**src/design/hmm_scaled_forward_step_unit_defines.svh**
```systemverilog
// Assertion macros used by the top design file.
`ifndef HMM_SCALED_FORWARD_STEP_UNIT_DEFINES_SVH
`define HMM_SCALED_FORWARD_STEP_UNIT_DEFINES_SVH

// Same-cycle implication, disabled while reset is asserted.
`define HSF_ASSERT_IMPL(lbl, ck, rn, ante, cons) \
	lbl: assert property (@(posedge ck) disable iff (!rn) (ante) |-> (cons)) \
		else $error("hsf: assertion failed");

// Next-cycle implication, disabled while reset is asserted.
`define HSF_ASSERT_NEXT(lbl, ck, rn, ante, cons) \
	lbl: assert property (@(posedge ck) disable iff (!rn) (ante) |=> (cons)) \
		else $error("hsf: assertion failed");

`endif

```
**src/design/hsf_pkg.sv**
```systemverilog
package hsf_pkg;

	// Fixed formats and sizes.
	localparam int MAX_STATES     = 4;
	localparam int PROB_FRAC_BITS = 15;
	localparam int PW             = 16;
	localparam int TW             = 33;
	localparam int PRODW          = 49;
	localparam int UW             = 48;
	localparam int SW             = 50;
	localparam int LNW            = 24;
	localparam int OW             = 48;
	localparam int REGW           = 64;
	localparam int FRACW          = 20;
	localparam int MANTW          = 31;

	localparam logic [PW-1:0]        ONE_P    = PW'(1) << PROB_FRAC_BITS;
	localparam logic [31:0]          LN2_Q32  = 32'd2977044472;
	localparam logic signed [OW-1:0] LOG_MIN  = {1'b1, {(OW-1){1'b0}}};
	localparam logic [5:0]           F_SUM    = 6'(3 * PROB_FRAC_BITS);
	localparam logic [5:0]           F_ALPHA  = 6'(PROB_FRAC_BITS);

	// Configuration register indexes.
	localparam logic [2:0] CFG_NUM_STATES = 3'd0;
	localparam logic [2:0] CFG_INIT_DIST  = 3'd1;
	localparam logic [2:0] CFG_TRANS_ROW0 = 3'd2;
	localparam logic [2:0] CFG_TRANS_ROW1 = 3'd3;
	localparam logic [2:0] CFG_TRANS_ROW2 = 3'd4;
	localparam logic [2:0] CFG_TRANS_ROW3 = 3'd5;

	typedef enum logic [3:0] {
		ST_IDLE,
		ST_LANE,
		ST_MUL_A,
		ST_ADD,
		ST_MUL_E,
		ST_STORE,
		ST_CHECK,
		ST_LOG_S,
		ST_WAIT_S,
		ST_DLANE,
		ST_DIV_LOAD,
		ST_DIV_STEP,
		ST_ALPHA,
		ST_LOG_A,
		ST_WAIT_A,
		ST_OUT
	} hsf_state_t;

	typedef enum logic [2:0] {
		LG_IDLE,
		LG_NORM,
		LG_SQ,
		LG_MUL,
		LG_RND
	} hsf_lg_state_t;

	// Request to and response from the log unit.
	typedef struct packed {
		logic          start;
		logic [SW-1:0] x;
		logic [5:0]    f;
	} lg_req_t;

	typedef struct packed {
		logic                  done;
		logic signed [LNW-1:0] ln;
	} lg_rsp_t;

	function automatic logic [PW-1:0] clamp_prob(input logic [PW-1:0] v);
		return (v > ONE_P) ? ONE_P : v;
	endfunction

	function automatic logic [PW-1:0] lane_of(input logic [REGW-1:0] r, input logic [1:0] i);
		logic [PW-1:0] v;
		case (i)
			2'd0:    v = r[15:0];
			2'd1:    v = r[31:16];
			2'd2:    v = r[47:32];
			default: v = r[63:48];
		endcase
		return clamp_prob(v);
	endfunction

	function automatic logic signed [OW-1:0] sat48(input logic signed [OW:0] v);
		logic signed [OW-1:0] r;
		if (v[OW] != v[OW-1]) begin
			r = v[OW] ? LOG_MIN : {1'b0, {(OW-1){1'b1}}};
		end else begin
			r = v[OW-1:0];
		end
		return r;
	endfunction

endpackage

```
**src/design/hsf_log.sv**
```systemverilog
module hsf_log (
	input  logic             clk,
	input  logic             arst_n,
	input  hsf_pkg::lg_req_t req,
	output hsf_pkg::lg_rsp_t rsp
);
	import hsf_pkg::*;

	hsf_lg_state_t       state_q, state_d;
	logic [SW-1:0]       n_q;
	logic [5:0]          p_q;
	logic [5:0]          f_q;
	logic [MANTW-1:0]    m_q;
	logic [FRACW-1:0]    frac_q;
	logic [4:0]          b_q;
	logic [57:0]         prod_q;
	logic                neg_q;

	logic [2*MANTW-1:0]  sq;
	logic [MANTW:0]      sq_top;
	logic signed [6:0]   ip;
	logic signed [26:0]  l2;
	logic [26:0]         mag;
	logic [57:0]         mprod;
	logic [58:0]         rnd;
	logic [LNW-1:0]      r;

	// Next state.
	always_comb begin
		state_d = state_q;
		case (state_q)
			LG_IDLE: if (req.start) state_d = LG_NORM;
			LG_NORM: if (n_q[SW-1:SW-8] != '0 && n_q[SW-1]) state_d = LG_SQ;
			LG_SQ:   if (b_q == '0) state_d = LG_MUL;
			LG_MUL:  state_d = LG_RND;
			LG_RND:  state_d = LG_IDLE;
			default: state_d = LG_IDLE;
		endcase
	end

	// Squaring step, integer part, and scaling by ln 2.
	assign sq     = m_q * m_q;
	assign sq_top = sq[2*MANTW-1:MANTW-1];
	assign ip     = $signed({1'b0, p_q}) - $signed({1'b0, f_q});
	assign l2     = {ip, frac_q};
	assign mag    = l2[26] ? 27'(-l2) : 27'(l2);
	assign mprod  = mag[25:0] * LN2_Q32;
	assign rnd    = {1'b0, prod_q} + (59'd1 << 35);
	assign r      = {1'b0, rnd[58:36]};

	// Outputs.
	always_comb begin
		rsp.done = (state_q == LG_RND);
		rsp.ln   = neg_q ? $signed(-r) : $signed(r);
	end

	always_ff @(posedge clk or negedge arst_n) begin
		if (!arst_n) begin
			state_q <= LG_IDLE;
		end else begin
			state_q <= state_d;
		end
	end

	// Datapath: normalise by eight bits or one bit a cycle, then one squaring step a cycle.
	always_ff @(posedge clk) begin
		case (state_q)
			LG_IDLE: begin
				n_q <= req.x;
				f_q <= req.f;
				p_q <= 6'(SW - 1);
			end
			LG_NORM: begin
				if (n_q[SW-1:SW-8] == '0) begin
					n_q <= n_q << 8;
					p_q <= p_q - 6'd8;
				end else if (!n_q[SW-1]) begin
					n_q <= n_q << 1;
					p_q <= p_q - 6'd1;
				end else begin
					m_q    <= n_q[SW-1:SW-MANTW];
					frac_q <= '0;
					b_q    <= 5'(FRACW - 1);
				end
			end
			LG_SQ: begin
				if (sq_top[MANTW]) begin
					m_q         <= sq_top[MANTW:1];
					frac_q[b_q] <= 1'b1;
				end else begin
					m_q <= sq_top[MANTW-1:0];
				end
				b_q <= b_q - 5'd1;
			end
			LG_MUL: begin
				prod_q <= mprod;
				neg_q  <= l2[26];
			end
			default: begin
			end
		endcase
	end

endmodule

```
**config.mk**
```make
export PLATFORM = sky130hd
export DESIGN_NAME = hsf_log
export DESIGN_NICKNAME = d
export VERILOG_FILES = /design/src/design/hmm_scaled_forward_step_unit_defines.svh /design/src/design/hsf_pkg.sv /design/src/design/hsf_log.sv
export SDC_FILE = /design/constraint.sdc
export NUM_CORES = 2
export LEC_CHECK = 0
export BUFFER_PORTS_ARGS = -buffer_cell sky130_fd_sc_hd__buf_2
export CORE_MARGIN = 2
export CORE_UTILIZATION = 58
export CTS_BUF_LIST = sky130_fd_sc_hd__clkbuf_8 sky130_fd_sc_hd__clkbuf_16
export DETAILED_ROUTE_END_ITERATION = 10
export GPL_TIMING_DRIVEN = 0
export PLACE_DENSITY = 0.83
export RECOVER_POWER = 50
export SLEW_MARGIN = 20
export SYNTH_ARGS = -nofsm -noshare
export SYNTH_HDL_FRONTEND = slang
export SYNTH_SLANG_ARGS = --single-unit
```
**constraint.sdc**
```tcl
create_clock -name clk -period 13.7 [get_ports clk]
set_clock_uncertainty 0.1 [all_clocks]
set_input_delay 2.055 -clock clk [delete_from_list [all_inputs] [get_ports clk]]
set_output_delay 2.055 -clock clk [all_outputs]
set_load 0.02 [all_outputs]
```
# After elaboration in Yosys (flattened, before gate mapping)
# Cells that the tools add are included.
[op_classes]
mul = 2
shifts = 0
n_eq_ne = 11
muxes = 25
n_bitwise = 1
n_addsub = 7
n_lt_le_gt_ge = 2
div_mod_pow = 0
reduce_logical = 12
[ops]
columns = ["cell", "n"]
rows = [
  ["50-bit two-way mux", 2],
  ["50-bit case mux with 2 select lines", 1],
  ["31-bit two-way mux", 3],
  ["31-bit by 31-bit multiplier with 62-bit output", 1],
  ["31-bit case mux with 2 select lines", 1],
  ["20-bit two-way mux", 3],
  ["58-bit by 36-bit adder with 59-bit output, second input constant", 1],
  ["26-bit by 29-bit multiplier with 55-bit output, second input constant", 1],
  ["20-bit case mux with 2 select lines", 1],
  ["26-bit two-way mux", 1],
  ["26-bit negator", 1],
  ["24-bit two-way mux", 1],
  ["23-bit negator with 24-bit output", 1],
  ["20-bit OR", 1],
  ["6-bit two-way mux", 2],
  ["2-bit != test, second input constant", 6],
  ["3-bit case mux with 4 select lines", 1],
  ["6-bit case mux with 2 select lines", 1],
  ["5-bit two-way mux", 2],
  ["5-bit case mux with 2 select lines", 1],
  ["3-bit two-way mux", 3],
  ["8-bit zero test", 1],
  ["8-bit nonzero test", 1],
  ["6-bit by 6-bit subtractor with 7-bit output", 1],
  ["18 further kinds", 22],
]
[totals]
mem_bits_rw = 0
mem_count = 0
register_bits = 177
mem_bits_ro = 0
elab_cells = 70
latchBits = 0

# Depth between registers and ports, before layout
[depth]
word_depth = 7
depth_mapped = 36
ltp_nobuf = 36

# Worst setup path after synthesis
# OpenSTA, ideal clock, no wires.
[synth_timing]
path_kind = "register -> register"
start = "reg frac_q[2]"
end = "reg prod_q[57] (data pin)"
arrival_ns = 9.325
stages_incl_launch_ff = 35
required_time_ns = 13.340
path_buffers = 2
slack_ns = 4.015
path_cell_list = "edfxtp_1 -> clkbuf_1 -> or3_1 -> or3_1 -> nand2b_1 -> or3_1 -> or2_1 -> o41a_1 -> xor2_1 -> inv_1 -> fa_1 -> xor2_1 -> ha_1 -> or2_2 -> clkbuf_1 -> xor2_1 -> ha_1 -> a21oi_1 -> fa_1 -> fa_1 -> fa_1 -> inv_1 -> fa_1 -> ha_1 -> nand2_1 -> nor4_1 -> nand3_1 -> a211oi_1 -> nor4_1 -> a211oi_2 -> a311o_1 -> nand2_1 -> o31ai_1 -> a21oi_1 -> xnor2_1"
[synth_via]
elab_chain_cells = 3
[synth_lines]
columns = ["element", "line_no", "text"]
rows = [
  ["from (decl)", "hsf_log.sv:14", "logic [FRACW-1:0] frac_q;"],
  ["from (signal assigned)", "hsf_log.sv:82", "frac_q <= '0;"],
  ["from (signal, indexed assignment)", "hsf_log.sv:89", "frac_q[b_q] <= 1'b1;"],
  ["26-bit negator", "hsf_log.sv:46", "assign mag = l2[26] ? 27'(-l2) : 27'(l2);"],
  ["26-bit two-way mux *", "hsf_log.sv:46", ""],
  ["26-bit by 29-bit multiplier with 55-bit output *", "hsf_log.sv:47", "assign mprod = mag[25:0] * LN2_Q32;"],
  ["net mprod[57]", "hsf_log.sv:24", "logic [57:0] mprod;"],
  ["to (signal assigned)", "hsf_log.sv:96", "prod_q <= mprod;"],
  ["to (decl)", "hsf_log.sv:16", "logic [57:0] prod_q;"],
]
# The timed path passes the listed nets; every way through them passes the cells marked *.
# A chain may end at the register's enable or synchronous reset.

# Worst setup path in the final report
[layout_timing]
start = "reg frac_q[0]"
end = "reg prod_q[57] (data pin)"
# Same word-level chain as after synthesis.

==> run summary <==
The quantity of hold-fixing buffers added after cts is 0. The total global-route track usage is 0.331, and the period utilization is 0.872. The number of port buffers was 83.

The tools report the number of sinks on the clock net as 145. By count the netlist is led by sky130_fd_sc_hd__inv_1 (1390), sky130_fd_sc_hd__fa_1 (1024), sky130_fd_sc_hd__ha_1 (554), sky130_fd_sc_hd__nand2_1 (409), sky130_fd_sc_hd__nor2_1 (183). The shortest clock period the worst path allows after layout is 11940 ps, and the count of antenna-violating nets left after detailed routing is 0.

The clock reaches the later pin of the worst-skew pair after 470 ps. After the last flow step, the layout net total stands at 6670. The count of placed standard cells in the final layout, fillers left out is 6110.

The starting DRC count in detailed routing is 3201, and the signal arrival time at the worst endpoint is 12050 ps. The post-synthesis area per instance came out at 9.51 um2. The run finished with clean final reports. By instance count, the leading cell after synthesis is sky130_fd_sc_hd__inv_1.

STA classifies the critical path endpoint as a register. The die height came out at 288 um. For the total clock buffers created by CTS, the log shows 17. The sequential-to-total area share from yosys stat was 0.0926. On the critical path, the stage with the largest delay is an instance of sky130_fd_sc_hd__a211oi_1. The number of search-and-repair iterations in the first detailed-routing pass is 7.

TritonCTS built the clock tree. At the worst endpoint, the required time is 13810 ps. The class of the worst hold path was reg -> reg.

After clock tree synthesis, the clock-pin slew on the worst setup and hold paths is 70 ps. Once the clock tree was built, the resizer swapped 0 gates to a different size. The via count of the first global-routing pass came out at 37203. The synthesized design contains 145 register bits. The run gives 6074 as the count of placed standard cells including taps. Detailed placement ended at an HPWL of 112000 um. For the hold violation total from the final report, the log shows 0. Routability-driven placement finished with a final weighted congestion of 1.00. Number of max-capacitance violations reported: 0. Number of inserted filler cells in the final layout: 6468.

In this run the post-CTS setup repair buffer count came out at 0. Gate count of the mapped netlist: 4926. The highest achievable clock rate is 83.7 MHz, and the CTS H-tree depth is 4.

Cell type with the highest aggregate area in the netlist: sky130_fd_sc_hd__fa_1. The number of design rule violations left after detail routing was 0; the maximum number of pins on one net before global-route repair was 37. For this run, the number of Yosys warnings is 0.

Number of setup violations in the final report: 0. The run gives 0 as the remaining global-route overflow. Across all setup checks in the final design, the least slack found is 1760 ps. The post-synthesis to final-layout area growth is 5.14%, and the average detailed-routed wire length per instance is 21.6 um. Before CTS, the worst setup slack after placement is 2030 ps. The tree is rooted in a sky130_fd_sc_hd__clkbuf_16. The tools report the number of nets in the synthesized netlist as 6563. Along the worst path, the maximum fanout reaches 9. The first global-routing pass estimated 207000 um of wire.

STA classifies the critical path startpoint as a register. On the worst path, the slowest cell contributes a delay of 780 ps. The run gives 83000 um2 as the die area. The primary flip-flop cell chosen by synthesis mapping is sky130_fd_sc_hd__edfxtp_1. The area share of the leading cell type in the synthesized netlist came out at 0.438. The clock passes through at most 2 buffers. For this block, the via count after detailed routing is 35013.

Using the TritonRoute via totals, the vias-per-cell ratio works out to 5.73. Setup repair after global routing left no endpoint under its margin. The core region is 80300 um2.

Counting distinct cell types in the post-synthesis netlist gives 73. In the post-synthesis netlist, the biggest area contributors are sky130_fd_sc_hd__fa_1 (44%), sky130_fd_sc_hd__ha_1 (15%), sky130_fd_sc_hd__inv_1 (11%). Max-slew violation count: 0.

In this run the core area contains 104 standard-cell rows. The fraction of layout instances using a drive strength above 1 was 0.0305; the number of antenna violations at the first check in global routing was 7. Effective utilization at floorplan: 0.583.

Summing all flip-flop and latch instances after layout gives 4340 um2. The routed wire length was 132000 um; the synthesized area was 46800 um2. The transition time at the pin with the least slew margin was 1350 ps. In this run the horizontal extent of the chip is 288 um. The fraction of registers with async set/reset came out at 0.0207.

In this run the count of I/O pins placed on the die edge is 84. The critical path is of the reg -> reg type. Yosys mapped a number of flops with a built-in enable equal to 142. After routing, the total negative slack on setup checks comes to 0 ps. In this design, the critical path's most frequently occurring cell is sky130_fd_sc_hd__fa_1. Summing all multi-input logic gate instances after layout gives 36700 um2.

The remaining max-slew budget at the tightest pin is 0.100.
==> per-layer routing <==
layer | global-route usage | part of all wire | up-vias
met5 | 0 | 0.00036 | -
met4 | 0.168 | 0.060 | 8
met3 | 0.0893 | 0.11 | 492
met2 | 0.520 | 0.46 | 2030
met1 | 0.427 | 0.37 | 17364
li1 | - | - | 15119
==> logic make-up (layout without fill, tap and decap cells) <==
group | Yosys count | in the layout | share of synthesized area
AOI/OAI and AO/OA | 481 | 481 | 0.0635
xor gates and xnor gates | 148 | 148 | 0.0277
adders and majority gates | 1578 | 1578 | 0.586
buffers and inverters | 1550 | 1670 | 0.125
DFF | 145 | 145 | 0.0926
muxes | 10 | 10 | 0.00219
other | 0 | 4 | 0
and+or+nand+nor | 1014 | 1014 | 0.104
==> layout make-up <==
cell class	instances	area share
buffer	152	0.0120
antenna	4	0.000203
clock buffer	17	0.00864
clock inverter	15	0.00343
multi-input combinational	3231	0.745
sequential	145	0.0881
inverter	1398	0.107
timing repair buffer	88	0.00892
tap	1060	0.0269
==> cells in the final DEF (no fill, tap or decap), drive strengths merged, types with 10 or more instances in the layout <==
cell type | synthesis | final
inv | 1393 | 1401
nand3 | 51 | 51
nand4 | 28 | 28
xor2 | 51 | 51
clkbuf | 135 | 162
o21bai | 16 | 16
o31ai | 10 | 10
a21oi | 177 | 177
nor4 | 10 | 10
xnor2 | 97 | 97
a21o | 57 | 57
nor3 | 23 | 23
buf | 17 | 95
and3 | 23 | 23
fa | 1024 | 1024
ha | 554 | 554
or3 | 10 | 10
o21ai | 113 | 113
edfxtp | 142 | 142
or2 | 10 | 10
a31oi | 10 | 10
nor2b | 17 | 17
and2 | 182 | 182
o21a | 16 | 16
nor3b | 39 | 39
nor2 | 183 | 183
nand2b | 11 | 11
nand2 | 409 | 409
==> final timing paths <==
check	from	to	cells after the start	slack, ps
min reg2reg	n_q[3]$_DFFE_PP_	n_q[4]$_DFFE_PP_	2	500
min	n_q[3]$_DFFE_PP_	n_q[4]$_DFFE_PP_	2	500
min in group asynchronous	arst_n	state_q[0]$_DFFE_PN0P_	1	1280
max reg2reg	frac_q[0]$_SDFFCE_PN0P_	prod_q[57]$_DFFE_PP_	33	1760
max	frac_q[0]$_SDFFCE_PN0P_	prod_q[57]$_DFFE_PP_	33	1760
max in group asynchronous	arst_n	state_q[1]$_DFFE_PN0P_	1	12060
==> per-stage QoR <==
step / utilization / instance area (um2) / hold WS [ps]
global placement: 0.605 / 48600 / 464
finish: 0.613 / 49200 / 502
global route: 0.613 / 49200 / 522
CTS: 0.614 / 49300 / 492
floorplan: - / 46800 / 432
detailed placement: 0.606 / 48700 / 475
==> flip-flops by register name, indices dropped and copies added (netlist names) <==
register and cells:
m_q 31, b_q 5, state_q 3, p_q 6, f_q 6, neg_q 1
frac_q 20, prod_q 23, n_q 50
==> critical path: cells and delay by family, from the launching register on <==
| kind | cells | cell delay (ps) |
|---|---|---|
| simple gates | 11 | 3070 |
| fa+ha+maj | 8 | 3460 |
| compound gates | 7 | 2750 |
| flops | 1 | 630 |
| xor+xnor | 4 | 1170 |
| buf+inv | 3 | 470 |
Power is left out: the tool's default activity adds up to more than one toggle a clock period on the data nets, which glitch-free logic cannot reach.
